### src/rtl/core/pmrp_pkg.sv
`default_nettype none

package pmrp_pkg;

  // chip and grid geometry
  localparam int CHIP_WIDTH  = 256;
  localparam int GRID_SIDE   = 2 * CHIP_WIDTH;
  localparam int STORE_DEPTH = GRID_SIDE * GRID_SIDE;
  localparam int ADDR_W      = $clog2(STORE_DEPTH);
  localparam int ROW_W       = $clog2(GRID_SIDE);

  // signed working coordinate: 9-bit position plus 10-bit size, with sign
  localparam int CRD_W = 12;
  localparam int SQ_W  = 2 * CRD_W;

  localparam int INDEX_W = 18;
  localparam logic [INDEX_W-1:0] INDEX_ERR = '1;

  // width for the chip-order arithmetic before the 18-bit mask
  localparam int IDX_RAW_W  = $clog2(4 * CHIP_WIDTH * CHIP_WIDTH) + 2;
  localparam int IDX_CALC_W = (IDX_RAW_W > CRD_W) ? IDX_RAW_W : CRD_W;

  typedef logic signed [CRD_W-1:0] crd_t;
  typedef logic [SQ_W-1:0]         sq_t;

  typedef enum logic [1:0] {
    CMD_FILL   = 2'd0,
    CMD_RECT   = 2'd1,
    CMD_CIRCLE = 2'd2,
    CMD_READ   = 2'd3
  } cmd_t;

  typedef enum logic [3:0] {
    ST_IDLE,
    ST_SETUP,
    ST_PAINT,
    ST_LIM,
    ST_ROW_SQ,
    ST_ROW_CAP,
    ST_PIX_SQ,
    ST_PIX_CHK,
    ST_DONE
  } state_t;

  typedef struct packed {
    logic              we;
    logic              re;
    logic [ADDR_W-1:0] addr;
    logic              wdata;
  } ram_req_t;

  typedef struct packed {
    logic               load;
    logic               read_valid;
    logic               mask_bit;
    logic [INDEX_W-1:0] chip_index;
  } result_t;

endpackage

`default_nettype wire

### src/rtl/core/pmrp_sq_unit.sv
`default_nettype none

// shared squarer, one registered product per cycle
module pmrp_sq_unit (
  input  wire logic          clk,
  input  wire pmrp_pkg::crd_t op,
  output pmrp_pkg::sq_t       sq
);

  logic signed [pmrp_pkg::SQ_W-1:0] prod;

  assign prod = op * op;

  always_ff @(posedge clk) begin
    sq <= pmrp_pkg::SQ_W'(prod);
  end

endmodule

`default_nettype wire

### config.mk
export PLATFORM = sky130hd
export DESIGN_NAME = pmrp_sq_unit
export DESIGN_NICKNAME = d
export VERILOG_FILES = /design/src/rtl/core/pmrp_pkg.sv /design/src/rtl/core/pmrp_sq_unit.sv
export SDC_FILE = /design/constraint.sdc
export NUM_CORES = 1
export LEC_CHECK = 0
export ABC_AREA = 0
export BUFFER_PORTS_ARGS = -buffer_cell sky130_fd_sc_hd__buf_2
export CAP_MARGIN = 20
export CORE_ASPECT_RATIO = 1.2
export CORE_MARGIN = 8
export CORE_UTILIZATION = 50
export CTS_BUF_LIST = sky130_fd_sc_hd__clkbuf_2
export CTS_CLUSTER_SIZE = 20
export DETAILED_ROUTE_END_ITERATION = 6
export PLACE_DENSITY = 0.76
export SLEW_MARGIN = 20
export SYNTH_ARGS = -nofsm -noshare
export SYNTH_HDL_FRONTEND = slang
export SYNTH_SLANG_ARGS = --single-unit
### constraint.sdc
create_clock -name clk -period 12.1 [get_ports clk]
set_input_delay 0.605 -clock clk [delete_from_list [all_inputs] [get_ports clk]]
set_output_delay 0.605 -clock clk [all_outputs]
set_load 0.03 [all_outputs]
# --- After elaboration in Yosys (flattened, before gate mapping) ---
# Cells that the tools add are included.
op_classes:
  multipliers: 1
ops:
  columns: ["operator", "n"]
  rows:
  - ["12-bit by 12-bit multiplier with 24-bit output", 1]
totals:
  reg_bits: 24
  input_bits: 13
  wordCells: 2
  output_inout_bits: 24

# --- Depth between registers and ports, before layout ---
# Gate-level depths: netlist (run 1).
depth:
  depth_word: 1
  ltp_mapped: 22
  depth_no_buf: 21

# --- Worst setup path after synthesis (run 1) ---
# OpenSTA, ideal clock, no wires.
synth_timing:
  path_type: "in2reg"
  start: "in op[8]"
  end: "reg sq[22]"
  path_stages: 22
  t_arrival_ns: 5.324
  n_path_buf: 1
  setup_time_ns: 0.128
  setup_slack_ns: 6.648
  required_time_ns: 11.972
  path_cell_list: "clkbuf_1 -> inv_1 -> nor2_1 -> inv_1 -> fa_1 -> inv_1 -> fa_1 -> inv_1 -> fa_1 -> inv_1 -> fa_1 -> inv_1 -> fa_1 -> inv_1 -> ha_1 -> a21o_1 -> a31o_1 -> a221oi_2 -> o21a_4 -> or3_4 -> a311oi_2 -> xor2_1"
synth_between:
  elab_chain_len: 1
synth_rtl:
  columns: ["element", "line_no", "text"]
  rows:
  - ["start: declaration", "pmrp_sq_unit.sv:6", "input wire pmrp_pkg::crd_t op,"]
  - ["12-bit by 12-bit multiplier with 24-bit output", "pmrp_sq_unit.sv:12", "assign prod = op * op;"]
  - ["via prod, one bit", "pmrp_sq_unit.sv:10", "logic signed [pmrp_pkg::SQ_W-1:0] prod;"]
  - ["end signal: assignment", "pmrp_sq_unit.sv:15", "sq <= pmrp_pkg::SQ_W'(prod);"]
  - ["end: declaration", "pmrp_sq_unit.sv:7", "output pmrp_pkg::sq_t sq"]
# The timed path passes the listed nets, and every way through them passes these cells.

# --- Final worst setup path (run 1) ---
layout_timing:
  start: "in op[8]"
  end: "reg sq[21]"
# Same word-level chain as after synthesis.

==> flow_metrics.py, run 1 <==
metrics = {
    "clock_tree": {
        "cts-root-to-sink-buffers": 2,
        "postCtsSetupRepairBufs": 0,
        "hold_buffers": 0,
        "clk_pin_slew_worst_paths_ns": 0.20,
        "htree_levels": 1,
        "clk_root_buffer_cell": "sky130_fd_sc_hd__clkbuf_2",
        "clkSinkCount": 23,
        "tritoncts.num_buffers": 3,
        "cts_tree": "yes",
        "post_cts_resize_count": 0,
    },
    "critical_path": {
        "worst-endpoint-arrival_ns": 5.62,
        "cp_slowest_cell": "sky130_fd_sc_hd__fa_1",
        "worst_path_most_repeated_cell": "sky130_fd_sc_hd__inv_1",
        "worst_setup_path_start_kind": "primary input",
        "worstPathCellList": "buf_2 > inv_1 > nor2_1 > inv_1 > fa_1 > inv_1 > fa_1 > inv_1 > fa_1 > inv_1 > fa_1 > inv_1 > fa_1 > inv_1 > ha_1 > a21o_1 > nor2_1 > a21oi_2 > a2111oi_2 > o21bai_1 > a21oi_1 > xnor2_1",
        "worst_path_largest_cell_delay_ns": 0.53,
        "cp.required_ns": 12.37,
        "cp_top_family": "adder cells",
        "element_type_at_the_critical_path_end": "register",
        "cp.buffers_inverters": 8,
        "worst-setup-path-type": "in -> reg",
        "worst-path-max-fanout": 9,
    },
    "routing": {
        "drc_errors": 0,
        "postRouteAntennaNets": 0,
        "drt-initial-drc-count": 117,
        "wire_per_inst_um": 14.22,
        "viasPerCell": 5.029,
        "routed_wire_length_um": 10440,
        "detailroute.via_count": 3691,
        "drtPass1Iterations": 5,
    },
    "final_layout": {
        "syn2layout_area_growth_pct": 5.538,
        "layout-drive-gt1-share_pct": 8.804,
        "area.sequential_um2": 460.4,
        "layout.nets": 795,
        "multiInputGateArea_mm2": 0.004270,
        "largest_register_ff_count": 23,
        "largest_registers": "sq x23",
        "fillerInstances": 1006,
        "antennaDiodeCount": 0,
        "top_register": "sq",
    },
    "timing": {
        "fin_ws_ns": 6.744,
        "final.setup.tns_ns": 0,
        "report.final.setup_viol": 0,
        "final_number_of_max_transition_violations": 0,
        "fin_crit_ns": 5.356,
        "timing.fmax_ghz": 0.1867,
        "rsz0062_at_grt": "no",
        "timing.final.crit_share_pct": 44.26,
        "hold_viol": 0,
    },
    "placed_design": {
        "dp.final_hpwl_um": 9404,
        "post-place-ws_ns": 6.379,
        "gp_congestion": 0.8976,
        "port_buffer_count": 35,
    },
    "synthesis": {
        "dominantRegCellSynth": "sky130_fd_sc_hd__dfxtp_1",
        "synthesis.nets": 769,
        "synth_enable_flop_cells": 0,
        "yosys_warnings": 0,
        "share_of_flip_flops_with_an_asynchronous_set_or_reset_after_synthesis_pct": 0,
        "post_synthesis_cell_count": 577,
        "synth-seq-cells": 23,
        "netlist-cell-type-count": 41,
        "post_synth_instance_area_mm2": 0.005468,
        "ys_seq_area_share_pct": 8.421,
        "average_instance_area_after_synthesis_um2": 9.476,
    },
    "floorplanning": {
        "top_level_ports": 37,
        "core_region_area_mm2": 0.01083,
        "floorplan.die.height_um": 130.6,
        "die_w_um": 111.5,
        "initial_core_utilization_pct": 50.51,
        "fp-row-count": 42,
        "die_area_mm2": 0.01455,
    },
    "grt": {
        "grt-ovfl-total": 0,
        "globalRouteTotalUtil_pct": 15.96,
        "number_of_antenna_violations_at_the_first_check_in_global_routing": 0,
        "maximum_number_of_pins_on_one_net_before_global_route_repair": 15,
        "global_route_wire_length_before_repair_um": 19000,
        "first_global_vias": 4470,
    },
    "min_path": {
        "hp-class": "in -> reg",
    },
    "job": {
        "cap_violations": 0,
    },
    "run_status": {
        "run_status": "complete, no violations",
    },
}
stage by stage:
stage               area, um^2  hold WS (ns)  cells  util (%)
detailed placement        5751        0.8799    730     53.12
floorplan                 5468        0.6327    577         -
finish                    5771        0.5207    734     53.31
CTS                       5771        0.4781    734     53.31
global route              5771        0.4740    734     53.31
global placement          5751        0.8795    730     53.12
layout make-up:
cell class | instances | area share (%)
multi-input combinational | 359 | 74.00
timing repair buffer | 35 | 3.036
inverter | 181 | 11.77
tap | 132 | 2.862
sequential | 23 | 7.979
clock buffer | 4 | 0.3469
cells by family (layout without fill, tap and decap cells):
family	Yosys count	after routing	synth area share (%)
xor+xnor	27	27	4.325
simple gates	111	111	9.954
compound gates	40	40	5.583
mux	1	1	0.1831
buf+inv	195	220	13.48
other cells	1	1	0.06858
flops	23	23	8.421
fa+ha+maj	179	179	57.99
cell usage in the layout, fill, tap and decap left out, types with 2 or more instances in the layout:
cell and n:
sky130_fd_sc_hd__o21ai_0 2, sky130_fd_sc_hd__xnor2_1 21, sky130_fd_sc_hd__and2_1 35, sky130_fd_sc_hd__o21a_1 2, sky130_fd_sc_hd__nor2_1 25, sky130_fd_sc_hd__nand2b_1 3, sky130_fd_sc_hd__fa_1 124, sky130_fd_sc_hd__nor3_1 2
sky130_fd_sc_hd__o21bai_1 3, sky130_fd_sc_hd__o21ai_2 2, sky130_fd_sc_hd__a211oi_1 2, sky130_fd_sc_hd__nand2_1 38, sky130_fd_sc_hd__inv_2 2, sky130_fd_sc_hd__xor2_1 6, sky130_fd_sc_hd__dfxtp_1 23, sky130_fd_sc_hd__buf_2 35
sky130_fd_sc_hd__clkbuf_2 4, sky130_fd_sc_hd__inv_1 179, sky130_fd_sc_hd__o21ai_1 3, sky130_fd_sc_hd__a21oi_1 12, sky130_fd_sc_hd__ha_1 55, sky130_fd_sc_hd__nor2b_1 4, sky130_fd_sc_hd__a21o_1 4
metal layers:
metal	track usage [%]	vias to the layer above	share of wire, %
met2	33.54	69	59
met5	0	-	0
met1	14.60	1890	34
li1	-	1702	-
met4	7.934	0	5.1
met3	1.872	30	2.4
synth_stat cells, types with 2 or more instances:
cell,count,area (um^2)
sky130_fd_sc_hd__fa_1,124,2482
sky130_fd_sc_hd__xnor2_1,21,183.9
sky130_fd_sc_hd__o21ai_2,2,17.52
sky130_fd_sc_hd__nor3_1,2,10.01
sky130_fd_sc_hd__a21oi_1,12,60.06
sky130_fd_sc_hd__nand2_1,38,142.6
sky130_fd_sc_hd__o21a_1,2,15.01
sky130_fd_sc_hd__inv_1,179,671.9
sky130_fd_sc_hd__o21bai_1,3,22.52
sky130_fd_sc_hd__nor2b_1,4,25.02
sky130_fd_sc_hd__a21o_1,4,30.03
sky130_fd_sc_hd__clkbuf_1,11,41.29
sky130_fd_sc_hd__o21ai_1,3,15.01
sky130_fd_sc_hd__inv_2,2,7.510
sky130_fd_sc_hd__nand2b_1,3,18.77
sky130_fd_sc_hd__o21ai_0,2,10.01
sky130_fd_sc_hd__xor2_1,6,52.55
sky130_fd_sc_hd__a211oi_1,2,15.01
sky130_fd_sc_hd__and2_1,35,219.0
sky130_fd_sc_hd__ha_1,55,688.2
sky130_fd_sc_hd__nor2_1,25,93.84
sky130_fd_sc_hd__dfxtp_1,23,460.4
final timing paths:
check,startpoint,endpoint,depth (start not counted)
setup / recovery,op[8],sq[21]$_DFF_P_,22
hold / removal,op[0],sq[0]$_DFF_P_,1
Power of run 1 is left out: the tool's default activity adds up to more than one toggle a clock period on the data nets, which glitch-free logic cannot reach.
==> run 2: changes to the inputs <==
--- a/config.mk
+++ b/config.mk
@@ -14,7 +14,7 @@
 export CTS_BUF_LIST = sky130_fd_sc_hd__clkbuf_2
 export CTS_CLUSTER_SIZE = 20
 export DETAILED_ROUTE_END_ITERATION = 6
-export PLACE_DENSITY = 0.76
+export PLACE_DENSITY = 0.79
 export SLEW_MARGIN = 20
 export SYNTH_ARGS = -nofsm -noshare
 export SYNTH_HDL_FRONTEND = slang
==> constraint.sdc (replaced) <==
create_clock -name clk -period 4.47 [get_ports clk]
set_input_delay 0.2235 -clock clk [delete_from_list [all_inputs] [get_ports clk]]
set_output_delay 0.2235 -clock clk [all_outputs]
set_load 0.03 [all_outputs]
==> flow_metrics.py, run 2 (synthesis gave the netlist of run 1 again) <==
metrics = {
    "run_status": {
        "run_status": "complete, but fails checks",
        "violated_checks": "setup timing",
    },
    "timing": {
        "fin_ws_ns": -0.1450,
        "report.final.setup_viol": 1,
        "fin_crit_ns": 4.615,
        "timing.final.crit_share_pct": 103.2,
        "hold_viol": 0,
        "final_number_of_max_transition_violations": 0,
        "rsz0062_at_grt": "yes",
        "final.setup.tns_ns": -0.1450,
        "timing.fmax_ghz": 0.2167,
    },
    "grt": {
        "globalRouteTotalUtil_pct": 18.08,
        "first_global_vias": 4944,
        "grt-ovfl-total": 0,
        "number_of_antenna_violations_at_the_first_check_in_global_routing": 0,
        "maximum_number_of_pins_on_one_net_before_global_route_repair": 13,
        "global_route_wire_length_before_repair_um": 21290,
    },
    "routing": {
        "detailroute.via_count": 4143,
        "wire_per_inst_um": 15.23,
        "drc_errors": 0,
        "postRouteAntennaNets": 0,
        "detail_route.wirelength.met1_um": 3891,
        "highest_layer": "met4",
        "drt-initial-drc-count": 199,
        "viasPerCell": 4.950,
        "route.met3.wl_um": 268,
        "drtPass1Iterations": 4,
        "met2_length_um": 7936,
        "routed_wire_length_um": 12750,
    },
    "floorplanning": {
        "initial_core_utilization_pct": 50.51,
        "top_level_ports": 37,
        "floorplan.die.height_um": 130.6,
        "die_w_um": 111.5,
        "fp-row-count": 42,
        "die_area_mm2": 0.01455,
        "core_region_area_mm2": 0.01083,
    },
    "final_layout": {
        "top_register": "sq",
        "largest_registers": "sq x23",
        "finished_layout_cell_area_mm2": 0.006872,
        "largest_register_ff_count": 23,
        "syn2layout_area_growth_pct": 25.68,
        "layout.cells.most_common_list": "sky130_fd_sc_hd__inv_1, sky130_fd_sc_hd__fa_1, sky130_fd_sc_hd__buf_4",
        "most_common_library_cell_in_the_layout_ignoring_fill_and_taps": "sky130_fd_sc_hd__inv_1",
        "layout-drive-gt1-share_pct": 30.82,
        "fin_util_pct": 63.48,
        "layout.nets": 897,
    },
    "clock_tree": {
        "htree_levels": 1,
        "clkSinkCount": 23,
        "hold_buffers": 0,
        "clk_root_buffer_cell": "sky130_fd_sc_hd__clkbuf_2",
        "clk_pin_slew_worst_paths_ns": 0.22,
        "cts_tree": "yes",
        "tritoncts.num_buffers": 3,
        "cts-root-to-sink-buffers": 2,
    },
    "critical_path": {
        "critical_path.startpoint": "op[11]",
        "worst-path-max-fanout": 5,
        "worst_path_largest_cell_delay_ns": 0.53,
        "worstPathCellList": "buf_4 > inv_4 > buf_6 > nor2_1 > fa_1 > inv_1 > fa_1 > inv_1 > fa_1 > fa_1 > inv_1 > fa_1 > inv_2 > ha_4 > nand4_1 > inv_1 > a221oi_2 > o21a_4 > or3_4 > a311oi_2 > xor2_1",
        "worst_path_most_repeated_cell": "sky130_fd_sc_hd__fa_1",
        "cp.required_ns": 4.78,
        "cp_num_cells": 21,
        "worst-endpoint-arrival_ns": 4.93,
        "cp_slowest_cell": "sky130_fd_sc_hd__fa_1",
        "cp.buffers_inverters": 8,
        "element_type_at_the_critical_path_end": "register",
        "worst_setup_path_start_kind": "primary input",
        "worst-setup-path-type": "in -> reg",
        "cp_top_family": "adder cells",
    },
    "placed_design": {
        "dp.final_hpwl_um": 10880,
        "port_buffer_count": 35,
        "post_detailed_placement_cell_area_mm2": 0.006541,
        "gp_congestion": 0.8838,
        "post-place-ws_ns": -0.4876,
    },
    "min_path": {
        "timing.hold.worst_endpoint": "sq[0]$_DFF_P_",
        "source_of_the_worst_hold_timing_path": "op[0]",
        "whs_path_depth": 2,
        "hp-class": "in -> reg",
    },
    "job": {
        "cap_violations": 0,
    },
}
-- run 2: changes by cell type in the layout (fill, tap and decap cells not counted), sizes merged --
cell	delta
diode	+1
buf	+102
-- run 2: how the worst max path moves through the flow --
| stage | to | slack [ns] |
|---|---|---|
| final | sq[22]$_DFF_P_ | -0.15 |
| after global routing | sq[22]$_DFF_P_ | -0.34 |
| after CTS | sq[23]$_DFF_P_ | 0.004 |
| after detailed placement | sq[23]$_DFF_P_ | -0.49 |
| after global placement | sq[22]$_DFF_P_ | -0.40 |
| after floorplan | sq[22]$_DFF_P_ | -0.22 |
-- run 2: area by class of cell --
class	count	area, um^2
flip-flops and latches	23	460.4
clock buffers	4	20.02
diodes	1	2.502
multi-input cells	359	4507
inverters	181	686.9
well taps	132	165.2
repair buffers	137	1030
fillers	873	3954
-- run 2: timing repair --
| action | CTS | global route |
|---|---|---|
| pin swaps | 11 | 38 |
| gates resized for setup | 9 | 80 |
| setup buffers | 1 | 4 |
| endpoints found under the setup margin | 3 | 8 |
-- run 2: per-layer routing --
metal / global-route usage [%] / up-vias
met2: 40.17 / 81
li1: - / 1915
met5: 0 / -
met3: 1.872 / 53
met4: 7.463 / 0
met1: 15.47 / 2094
-- run 2: metrics by stage --
step                std cells  hold slack [ns]
floorplan                 577           0.2512
global placement          827           0.5688
detailed placement        827           0.5743
CTS                       832           0.1607
global route              836           0.1418
finish                    837           0.1495
Power of run 2 is left out for the same reason.
