$ cat config.mk
export PLATFORM = sky130hd
export DESIGN_NAME = pmrp_seq
export DESIGN_NICKNAME = d
export VERILOG_FILES = /design/src/rtl/core/pmrp_pkg.sv /design/src/rtl/core/pmrp_seq.sv
export SDC_FILE = /design/constraint.sdc
export NUM_CORES = 1
export LEC_CHECK = 0
export BUFFER_PORTS_ARGS = -buffer_cell sky130_fd_sc_hd__buf_2
export CAP_MARGIN = 20
export CORE_MARGIN = 8
export CORE_UTILIZATION = 52
export DETAILED_ROUTE_END_ITERATION = 7
export PLACE_DENSITY_LB_ADDON = 0.2
export REMOVE_ABC_BUFFERS = 1
export SYNTH_ARGS = -nofsm -noshare
export SYNTH_HDL_FRONTEND = slang
export SYNTH_SLANG_ARGS = --single-unit
$ cat constraint.sdc
create_clock -name clk -period 6.13 [get_ports clk]
set_clock_uncertainty 0.2 [all_clocks]
set_input_delay 0.9195 -clock clk [delete_from_list [all_inputs] [get_ports clk]]
set_output_delay 0.9195 -clock clk [all_outputs]
set_load 0.02 [all_outputs]
$ cat src/rtl/core/pmrp_pkg.sv
`default_nettype none

package pmrp_pkg;

  // chip and grid geometry
  localparam int CHIP_WIDTH  = 256;
  localparam int GRID_SIDE   = 2 * CHIP_WIDTH;
  localparam int STORE_DEPTH = GRID_SIDE * GRID_SIDE;
  localparam int ADDR_W      = $clog2(STORE_DEPTH);
  localparam int ROW_W       = $clog2(GRID_SIDE);

  // signed working coordinate: 9-bit position plus 10-bit size, with sign
  localparam int CRD_W = 12;
  localparam int SQ_W  = 2 * CRD_W;

  localparam int INDEX_W = 18;
  localparam logic [INDEX_W-1:0] INDEX_ERR = '1;

  // width for the chip-order arithmetic before the 18-bit mask
  localparam int IDX_RAW_W  = $clog2(4 * CHIP_WIDTH * CHIP_WIDTH) + 2;
  localparam int IDX_CALC_W = (IDX_RAW_W > CRD_W) ? IDX_RAW_W : CRD_W;

  typedef logic signed [CRD_W-1:0] crd_t;
  typedef logic [SQ_W-1:0]         sq_t;

  typedef enum logic [1:0] {
    CMD_FILL   = 2'd0,
    CMD_RECT   = 2'd1,
    CMD_CIRCLE = 2'd2,
    CMD_READ   = 2'd3
  } cmd_t;

  typedef enum logic [3:0] {
    ST_IDLE,
    ST_SETUP,
    ST_PAINT,
    ST_LIM,
    ST_ROW_SQ,
    ST_ROW_CAP,
    ST_PIX_SQ,
    ST_PIX_CHK,
    ST_DONE
  } state_t;

  typedef struct packed {
    logic              we;
    logic              re;
    logic [ADDR_W-1:0] addr;
    logic              wdata;
  } ram_req_t;

  typedef struct packed {
    logic               load;
    logic               read_valid;
    logic               mask_bit;
    logic [INDEX_W-1:0] chip_index;
  } result_t;

endpackage

`default_nettype wire

$ cat src/rtl/core/pmrp_seq.sv
`default_nettype none

module pmrp_seq (
  input  wire logic                    clk,
  input  wire logic                    rst,
  input  wire logic                    in_valid,
  output logic                         in_stall,
  input  wire logic [1:0]              command,
  input  wire logic [8:0]              pos_x,
  input  wire logic [8:0]              pos_y,
  input  wire logic [9:0]              size_x,
  input  wire logic [9:0]              size_y,
  input  wire logic [8:0]              radius,
  input  wire logic                    mask_value,
  input  wire pmrp_pkg::sq_t           sq,
  output pmrp_pkg::crd_t               sq_op,
  output pmrp_pkg::ram_req_t           ram_req,
  input  wire logic                    ram_rdata,
  input  wire logic                    out_free,
  output pmrp_pkg::result_t            result
);

  localparam pmrp_pkg::crd_t SIDE = pmrp_pkg::CRD_W'(pmrp_pkg::GRID_SIDE);
  localparam pmrp_pkg::crd_t LAST = pmrp_pkg::CRD_W'(pmrp_pkg::GRID_SIDE - 1);

  function automatic logic [pmrp_pkg::INDEX_W-1:0] chip_order(
    input pmrp_pkg::crd_t r,
    input pmrp_pkg::crd_t c
  );
    logic [pmrp_pkg::IDX_CALC_W-1:0] w;
    logic [pmrp_pkg::IDX_CALC_W-1:0] a;
    logic [pmrp_pkg::IDX_CALC_W-1:0] b;
    logic [pmrp_pkg::IDX_CALC_W-1:0] idx;
    logic                            rc;
    logic                            cc;
    w  = pmrp_pkg::IDX_CALC_W'(pmrp_pkg::CHIP_WIDTH);
    rc = (r >= pmrp_pkg::CRD_W'(pmrp_pkg::CHIP_WIDTH));
    cc = (c >= pmrp_pkg::CRD_W'(pmrp_pkg::CHIP_WIDTH));
    a  = pmrp_pkg::IDX_CALC_W'(rc ? r - pmrp_pkg::CRD_W'(pmrp_pkg::CHIP_WIDTH) : r);
    b  = pmrp_pkg::IDX_CALC_W'(cc ? c - pmrp_pkg::CRD_W'(pmrp_pkg::CHIP_WIDTH) : c);
    if (rc && cc) begin
      idx = a + (w - 1'b1 - b) * w;
    end else if (rc) begin
      idx = w * w + (w - 1'b1 - a) + b * w;
    end else if (!cc) begin
      idx = pmrp_pkg::IDX_CALC_W'(2) * w * w + (w - 1'b1 - a) + b * w;
    end else begin
      idx = pmrp_pkg::IDX_CALC_W'(3) * w * w + a + (w - 1'b1 - b) * w;
    end
    return pmrp_pkg::INDEX_W'(idx);
  endfunction

  pmrp_pkg::state_t state, state_next;
  pmrp_pkg::cmd_t   cmd_r;
  logic             v_r;
  logic             silent;
  logic [9:0]       sx_r;
  logic [9:0]       sy_r;
  pmrp_pkg::crd_t   rad_r;
  pmrp_pkg::crd_t   cx;
  pmrp_pkg::crd_t   cy;
  pmrp_pkg::crd_t   row;
  pmrp_pkg::crd_t   col;
  pmrp_pkg::crd_t   col_first;
  pmrp_pkg::crd_t   row_last;
  pmrp_pkg::crd_t   col_last;
  pmrp_pkg::sq_t    lim;
  pmrp_pkg::sq_t    dy2;

  // clipped bounds, inclusive
  pmrp_pkg::crd_t b_rf, b_rl, b_cf, b_cl;
  pmrp_pkg::crd_t r_end, c_end;
  logic           b_empty;

  logic col_end, row_end, in_grid, in_disc, accept;
  logic [pmrp_pkg::SQ_W:0] dist_sq;

  assign accept  = in_valid && (state == pmrp_pkg::ST_IDLE);
  assign col_end = (col == col_last);
  assign row_end = (row == row_last);
  assign in_grid = (row < SIDE) && (col < SIDE);
  assign dist_sq = {1'b0, sq} + {1'b0, dy2};
  assign in_disc = (dist_sq <= {1'b0, lim});

  always_comb begin
    b_rf    = '0;
    b_rl    = LAST;
    b_cf    = '0;
    b_cl    = LAST;
    b_empty = 1'b0;
    r_end   = '0;
    c_end   = '0;
    case (cmd_r)
      pmrp_pkg::CMD_RECT: begin
        r_end = cy + pmrp_pkg::crd_t'({1'b0, sy_r});
        c_end = cx + pmrp_pkg::crd_t'({1'b0, sx_r});
        if (r_end > SIDE) begin
          r_end = SIDE;
        end
        if (c_end > SIDE) begin
          c_end = SIDE;
        end
        b_rf    = cy;
        b_cf    = cx;
        b_rl    = r_end - 1'b1;
        b_cl    = c_end - 1'b1;
        b_empty = (r_end <= cy) || (c_end <= cx);
      end
      pmrp_pkg::CMD_CIRCLE: begin
        b_rf = cy - rad_r;
        b_rl = cy + rad_r;
        b_cf = cx - rad_r;
        b_cl = cx + rad_r;
        if (b_rf < 0) begin
          b_rf = '0;
        end
        if (b_cf < 0) begin
          b_cf = '0;
        end
        if (b_rl > LAST) begin
          b_rl = LAST;
        end
        if (b_cl > LAST) begin
          b_cl = LAST;
        end
        b_empty = (b_rf > b_rl) || (b_cf > b_cl);
      end
      default: begin
        b_empty = 1'b0;
      end
    endcase
  end

  // next state
  always_comb begin
    state_next = state;
    case (state)
      pmrp_pkg::ST_IDLE: begin
        if (in_valid) begin
          state_next = pmrp_pkg::ST_SETUP;
        end
      end
      pmrp_pkg::ST_SETUP: begin
        case (cmd_r)
          pmrp_pkg::CMD_READ:   state_next = pmrp_pkg::ST_DONE;
          pmrp_pkg::CMD_CIRCLE: state_next = b_empty ? pmrp_pkg::ST_DONE : pmrp_pkg::ST_LIM;
          default:              state_next = b_empty ? pmrp_pkg::ST_DONE : pmrp_pkg::ST_PAINT;
        endcase
      end
      pmrp_pkg::ST_PAINT: begin
        if (col_end && row_end) begin
          state_next = silent ? pmrp_pkg::ST_IDLE : pmrp_pkg::ST_DONE;
        end
      end
      pmrp_pkg::ST_LIM:     state_next = pmrp_pkg::ST_ROW_SQ;
      pmrp_pkg::ST_ROW_SQ:  state_next = pmrp_pkg::ST_ROW_CAP;
      pmrp_pkg::ST_ROW_CAP: state_next = pmrp_pkg::ST_PIX_CHK;
      pmrp_pkg::ST_PIX_SQ:  state_next = pmrp_pkg::ST_PIX_CHK;
      pmrp_pkg::ST_PIX_CHK: begin
        if (col_end && row_end) begin
          state_next = pmrp_pkg::ST_DONE;
        end else if (!col_end) begin
          state_next = pmrp_pkg::ST_PIX_SQ;
        end else begin
          state_next = pmrp_pkg::ST_ROW_SQ;
        end
      end
      pmrp_pkg::ST_DONE: begin
        if (out_free) begin
          state_next = pmrp_pkg::ST_IDLE;
        end
      end
      default: state_next = pmrp_pkg::ST_IDLE;
    endcase
  end

  // outputs
  always_comb begin
    in_stall      = (state != pmrp_pkg::ST_IDLE);
    sq_op         = '0;
    ram_req.we    = 1'b0;
    ram_req.re    = 1'b0;
    ram_req.wdata = v_r;
    ram_req.addr  = pmrp_pkg::ADDR_W'(row[pmrp_pkg::ROW_W-1:0])
                  * pmrp_pkg::ADDR_W'(pmrp_pkg::GRID_SIDE)
                  + pmrp_pkg::ADDR_W'(col[pmrp_pkg::ROW_W-1:0]);
    result.load       = 1'b0;
    result.read_valid = (cmd_r == pmrp_pkg::CMD_READ);
    result.mask_bit   = 1'b0;
    result.chip_index = '0;
    if (cmd_r == pmrp_pkg::CMD_READ) begin
      result.mask_bit   = in_grid & ram_rdata;
      result.chip_index = in_grid ? chip_order(row, col) : pmrp_pkg::INDEX_ERR;
    end
    case (state)
      pmrp_pkg::ST_SETUP: begin
        sq_op      = rad_r;
        ram_req.re = (cmd_r == pmrp_pkg::CMD_READ) && in_grid;
      end
      pmrp_pkg::ST_PAINT:   ram_req.we = 1'b1;
      pmrp_pkg::ST_ROW_SQ:  sq_op = row - cy;
      pmrp_pkg::ST_ROW_CAP: sq_op = col - cx;
      pmrp_pkg::ST_PIX_SQ:  sq_op = col - cx;
      pmrp_pkg::ST_PIX_CHK: ram_req.we = in_disc;
      pmrp_pkg::ST_DONE:    result.load = out_free;
      default:              sq_op = '0;
    endcase
  end

  // control registers
  always_ff @(posedge clk) begin
    if (rst) begin
      state  <= pmrp_pkg::ST_SETUP;
      cmd_r  <= pmrp_pkg::CMD_FILL;
      v_r    <= 1'b0;
      silent <= 1'b1;
    end else begin
      state <= state_next;
      if (accept) begin
        cmd_r  <= pmrp_pkg::cmd_t'(command);
        v_r    <= mask_value;
        silent <= 1'b0;
      end
      if (state == pmrp_pkg::ST_PAINT && col_end && row_end) begin
        silent <= 1'b0;
      end
    end
  end

  // datapath registers
  always_ff @(posedge clk) begin
    if (accept) begin
      sx_r  <= size_x;
      sy_r  <= size_y;
      rad_r <= pmrp_pkg::crd_t'({1'b0, radius});
      cx    <= pmrp_pkg::crd_t'({1'b0, pos_x});
      cy    <= pmrp_pkg::crd_t'({1'b0, pos_y});
      row   <= pmrp_pkg::crd_t'({1'b0, pos_y});
      col   <= pmrp_pkg::crd_t'({1'b0, pos_x});
    end
    case (state)
      pmrp_pkg::ST_SETUP: begin
        if (cmd_r != pmrp_pkg::CMD_READ) begin
          row       <= b_rf;
          col       <= b_cf;
          col_first <= b_cf;
          row_last  <= b_rl;
          col_last  <= b_cl;
        end
      end
      pmrp_pkg::ST_LIM:     lim <= sq;
      pmrp_pkg::ST_ROW_CAP: dy2 <= sq;
      pmrp_pkg::ST_PAINT, pmrp_pkg::ST_PIX_CHK: begin
        if (!col_end) begin
          col <= col + 1'b1;
        end else if (!row_end) begin
          row <= row + 1'b1;
          col <= col_first;
        end
      end
      default: begin
        dy2 <= dy2;
      end
    endcase
  end

endmodule

`default_nettype wire

# Yosys cells after proc, flatten, opt, wreduce, memory -nomap -nowiden
# Cells that the tools add are included.
# Widths: inputs -> output; s select.
[classes] add_sub_neg=25 order_cmp=15 n_eq_ne=17 muxes=50 n_bitwise=1 reduce_logical=16
[ops] op="$mux 12" n=16
[ops] op="$pmux 12 s2" n=6
[ops] op="$mux 18" n=5
[ops] op="$add 18x18->18" n=4
[ops] op="$add 18x18->18 const A" n=2
[ops] op="$pmux 12 s3" n=1
[ops] op="$pmux 4 s8" n=1
[ops] op="$mux 10" n=3
[ops] op="$mux 4" n=7
[ops] op="$add 24x24->25" n=1
[ops] op="$le 25x24->1" n=1
[ops] op="$add 12x1->12 const B" n=2
[ops] op="$eq 12x12->1" n=2
[ops] op="$ge 12x10->1 const B" n=2
[ops] op="$gt 12x12->1" n=2
[ops] op="$le 12x10->1" n=2
[ops] op="$lt 12x11->1 const B" n=2
[ops] op="$sub 12x1->12 const B" n=2
[ops] op="$sub 12x10->12" n=2
[ops] op="$add 9x10->11" n=2
[ops] op="$gt 11x10->1 const B" n=2
[ops] op="$mux 11" n=2
[ops] op="$add 9x9->10" n=2
[ops] op="$gt 10x9->1 const B" n=2
[ops] op="29 further kinds" n=51
[totals] register_bits=163 inputBits=79 out_inout_bits=55 wordCells=140

# Depth between registers and ports, before layout
[logic_depth] depth_word=10 depth_mapped=24 mapped_depth_nobuf=22

# Least setup slack after synthesis
# OpenSTA, ideal clock, no wires.
[synth_timing] kind="reg2out" from="register row[10]" to="output port result[17] in the netlist's numbering" arrival_time_ns=4.902 required_time_ns=5.010 slack_ns=0.109 stages_incl_launch_ff=22 n_path_buf=1 path_cell_list="dfxtp_1 > clkbuf_1 > nor2_1 > ha_1 > o311a_1 > a21oi_1 > nand2_1 > o21ai_1 > inv_1 > ha_1 > inv_1 > ha_1 > ha_1 > inv_1 > nor2_1 > o31ai_1 > a21oi_1 > xor2_1 > nand2_1 > o21ai_0 > xnor2_1 > a31oi_1"
[synth_rtl] item="start, declared" line_no="pmrp_seq.sv:62" source="pmrp_pkg::crd_t row;"
[synth_rtl] item="start signal, assigned" line_no="pmrp_seq.sv:238" source="row <= pmrp_pkg::crd_t'({1'b0, pos_y});"
[synth_rtl] item="start signal, assigned" line_no="pmrp_seq.sv:244" source="row <= b_rf;"
[synth_rtl] item="start signal, assigned" line_no="pmrp_seq.sv:257" source="row <= row + 1'b1;"
[synth_rtl] item="end, declared" line_no="pmrp_seq.sv:20" source="output pmrp_pkg::result_t result"

==> results.sh <==
export IMPL_status="completed"
export IMPL_fin_nets=2206
export IMPL_clk_latency_ps=460
export IMPL_antenna_found_initial=0
export IMPL_drv_slew=0
export IMPL_crit_type="flip-flop to output port"
export IMPL_cellLeakagePower_nw=7.54
export IMPL_path_max_fanout=12
export IMPL_r2r_setup_slack_ps=850
export IMPL_hold_start="v_r"
export IMPL_worstPathArrival_ps=4690
export IMPL_cp_common_cell="nor4_1"
export IMPL_clk_pin_slew_worst_paths_ps=80
export IMPL_finalHoldViolCount=0
export IMPL_cts_tree="done"
export IMPL_die_x_um=190
export IMPL_cts_sinks=160
export IMPL_power_frac_seq=0.188
export IMPL_grt_setup_unrepaired="yes"
export IMPL_fp_row_count=63
export IMPL_slowest_stage="fa_1"
export IMPL_worstPathCellList="nor4_1 -> nand4b_1 -> a21oi_4 -> nand2_1 -> xor2_2 -> inv_1 -> ha_1 -> fa_1 -> a21oi_1 -> o211ai_1 -> nor4_1 -> nor3_1 -> xor2_1 -> o21ai_0 -> xnor2_1 -> o31ai_1 -> a31oi_1 -> buf_2"
export IMPL_layout_commonest_cell="ha_1"
export IMPL_rr_startpoint="cx[1]"
export IMPL_ys_types=80
export IMPL_fmax_mhz=172
export IMPL_r2r_end="state[3]"
export IMPL_power_internal_w=0.00490
export IMPL_gp_congestion=0.961
export IMPL_syn2layout_area_growth_pct=11.3
export IMPL_netSwitchingFraction=0.491
export IMPL_period_minus_slack_ps=5810
export IMPL_numCtsBuffers=17
export IMPL_fin_cells=2293
export IMPL_wl_per_cell_um=20.2
export IMPL_coreArea_sq_um=29700
export IMPL_grt_overflow=0
export IMPL_drt_first_pass_iters=5
export IMPL_ant_nets=0
export IMPL_cts_hold_buffers=0
export IMPL_die_y_um=190
export IMPL_synth_edff_count=128
export IMPL_via_per_inst=6.00
export IMPL_grt_pass1_vias=13500
export IMPL_crit_path_end_kind="output port"
export IMPL_wl_um=46400
export IMPL_ios=134
export IMPL_tightestPinTransition_ps=940
export IMPL_yosysTopAreaCell="edfxtp_1"
export IMPL_grt_total_usage=0.256
export IMPL_diodes=0
export IMPL_die_area_sq_um=36000
export IMPL_grt_pass1_wl_um=73300
export IMPL_dp_cells=2259
export IMPL_port_buffers=133
export IMPL_syn_area_sq_um=15700
export IMPL_initial_utilization=0.529
export IMPL_whs_ps=254
export IMPL_hold_depth=2
export IMPL_rr_worst_depth=20
export IMPL_p_comb_frac=0.690
export IMPL_irDropWorstVdd_v=0.000287
export IMPL_synth_warnings=0
export IMPL_min_period_over_period=0.947
export IMPL_ys_ff_latch=160
export IMPL_worstHoldEndpoint="v_r"
export IMPL_layout_drive_gt1_share=0.125
export IMPL_hp_class="flip-flop to flip-flop"
export IMPL_clk_path_buf_depth=2
export IMPL_synth_top_area_share=0.245
export IMPL_hpwl_um=36100
export IMPL_start_kind="flip-flop"
export IMPL_ys_async_sr_fraction=0
export IMPL_ctsRootBufferMaster="clkbuf_16"
export IMPL_maxSlewHeadroom=0.371
export IMPL_maxCapViolations=0
export IMPL_grt_max_degree=43
export IMPL_ys_seq_area_frac=0.285
export IMPL_vias=13800
export IMPL_first_iter_violations=1133
export IMPL_synthTopCellsByArea="edfxtp_1 (24%), ha_1 (17%), xnor2_1 (6.0%)"
export IMPL_fill_cells=2648
export IMPL_syn_inst=1774
export IMPL_critical_path_max_stage_delay_ps=490
export IMPL_mostFrequentLayoutCells="ha_1 (217), inv_1 (148), buf_2 (133)"
export IMPL_switchingPower_w=0.00472
export IMPL_power_density_nw_per_um2=550
export IMPL_cts_max_level=4
export IMPL_clockPowerShare=0.122
export IMPL_drc=0
export IMPL_worstPathRequired_ps=5010
export IMPL_setup_viol=0
export IMPL_synthFlopType="edfxtp_1"
export IMPL_postSynthAreaPerCell_sq_um=8.86
Yosys cell counts, types with 18 or more instances:
| cell | n |
|---|---|
| o21bai_1 | 19 |
| xnor2_1 | 108 |
| nand4_1 | 18 |
| nor2b_1 | 27 |
| a21oi_1 | 133 |
| o21a_1 | 26 |
| nand2_1 | 122 |
| nand2b_1 | 19 |
| clkbuf_1 | 49 |
| fa_1 | 20 |
| dfxtp_1 | 32 |
| inv_1 | 148 |
| xor2_1 | 52 |
| o21ai_0 | 105 |
| nor4_1 | 19 |
| nor3_1 | 32 |
| a21o_1 | 44 |
| edfxtp_1 | 128 |
| nor2_1 | 112 |
| nand3_1 | 41 |
| ha_1 | 217 |
| o211ai_1 | 29 |
| mux2i_1 | 20 |
state kept, by name (all words and copies together) (netlist names), 9 cells and up:
name / count
col_first: 9
sy_r: 10
row_last: 12
lim: 24
sx_r: 10
cx: 9
row: 12
col: 12
col_last: 12
dy2: 24
rad_r: 9
cy: 9
logic make-up (layout without fill, tap and decap cells):
logic type / after synthesis / after routing / synth area share
and+or+nand+nor: 468 / 468 / 0.147
buffers and inverters: 219 / 348 / 0.0553
adders and majority gates: 237 / 237 / 0.198
xor gates and xnor gates: 160 / 160 / 0.0892
muxes: 20 / 20 / 0.0127
DFF: 160 / 160 / 0.285
AOI/OAI and AO/OA: 510 / 510 / 0.212
power by group through the flow:
stage                     registers, W  clock network, W  logic [W]
after global placement         0.00182                 0    0.00639
after global routing           0.00184           0.00122    0.00741
final                          0.00181           0.00117    0.00664
after detailed placement       0.00182                 0    0.00651
after CTS                      0.00180           0.00119    0.00656
after floorplan                0.00180                 0    0.00482
through the flow:
step / setup WS [ps] / util / setup TNS (ps) / total power (W) / cell area, sq um
5_1_grt: -1.64 / 0.588 / -1.64 / 0.0105 / 17500
6_report: 322 / 0.588 / 0 / 0.00961 / 17500
4_1_cts: 72.3 / 0.587 / 0 / 0.00955 / 17400
3_5_place_dp: 309 / 0.565 / 0 / 0.00833 / 16800
3_3_place_gp: 345 / 0.565 / 0 / 0.00822 / 16800
2_1_floorplan: -611 / - / -1380 / 0.00662 / 15400
what timing repair did:
action | in CTS | in global routing
pin swaps | 0 | 2
setup buffers | 0 | 2
gates resized for setup | 2 | 10
endpoints found under the setup margin | 1 | 4
gates cloned | 0 | 0
how the worst max path moves through the flow:
| stage | start | to | slack [ps] | cells after the start |
|---|---|---|---|---|
| floorplan | row[8] | result[17] | -610 | 19 |
| global placement | sq[0] | ram_req[20] | 340 | 18 |
| detailed placement | sq[6] | ram_req[20] | 310 | 20 |
| CTS | row[9] | result[17] | 70 | 19 |
| global route | row[10] | result[17] | -2 | 18 |
| finish | row[10] | result[17] | 320 | 18 |
layout make-up:
class                   count  area, sq um  area share
clock buffers              17          425      0.0243
clock inverters            15          199      0.0114
inverters                 153          576      0.0329
multi-input cells        1395        10400       0.596
flip-flops and latches    160         4490       0.257
well taps                 390          488      0.0279
repair buffers            163          891      0.0510
routing by layer:
metal	global-route usage	share of wire
met5	0	0
met1	0.342	0.45
met4	0.0938	0.028
met3	0.0438	0.071
met2	0.410	0.45
worst max-delay path, delay by kind of cell (launching register included):
family | cells | cell delay, ps
AO/OA/AOI/OAI | 6 | 1020
XOR/XNOR | 3 | 600
adder cells (fa/ha/maj) | 2 | 870
buffers and inverters | 2 | 300
flip-flops | 1 | 410
AND/OR/NAND/NOR | 5 | 1030
(Power assumes the default switching activity.)
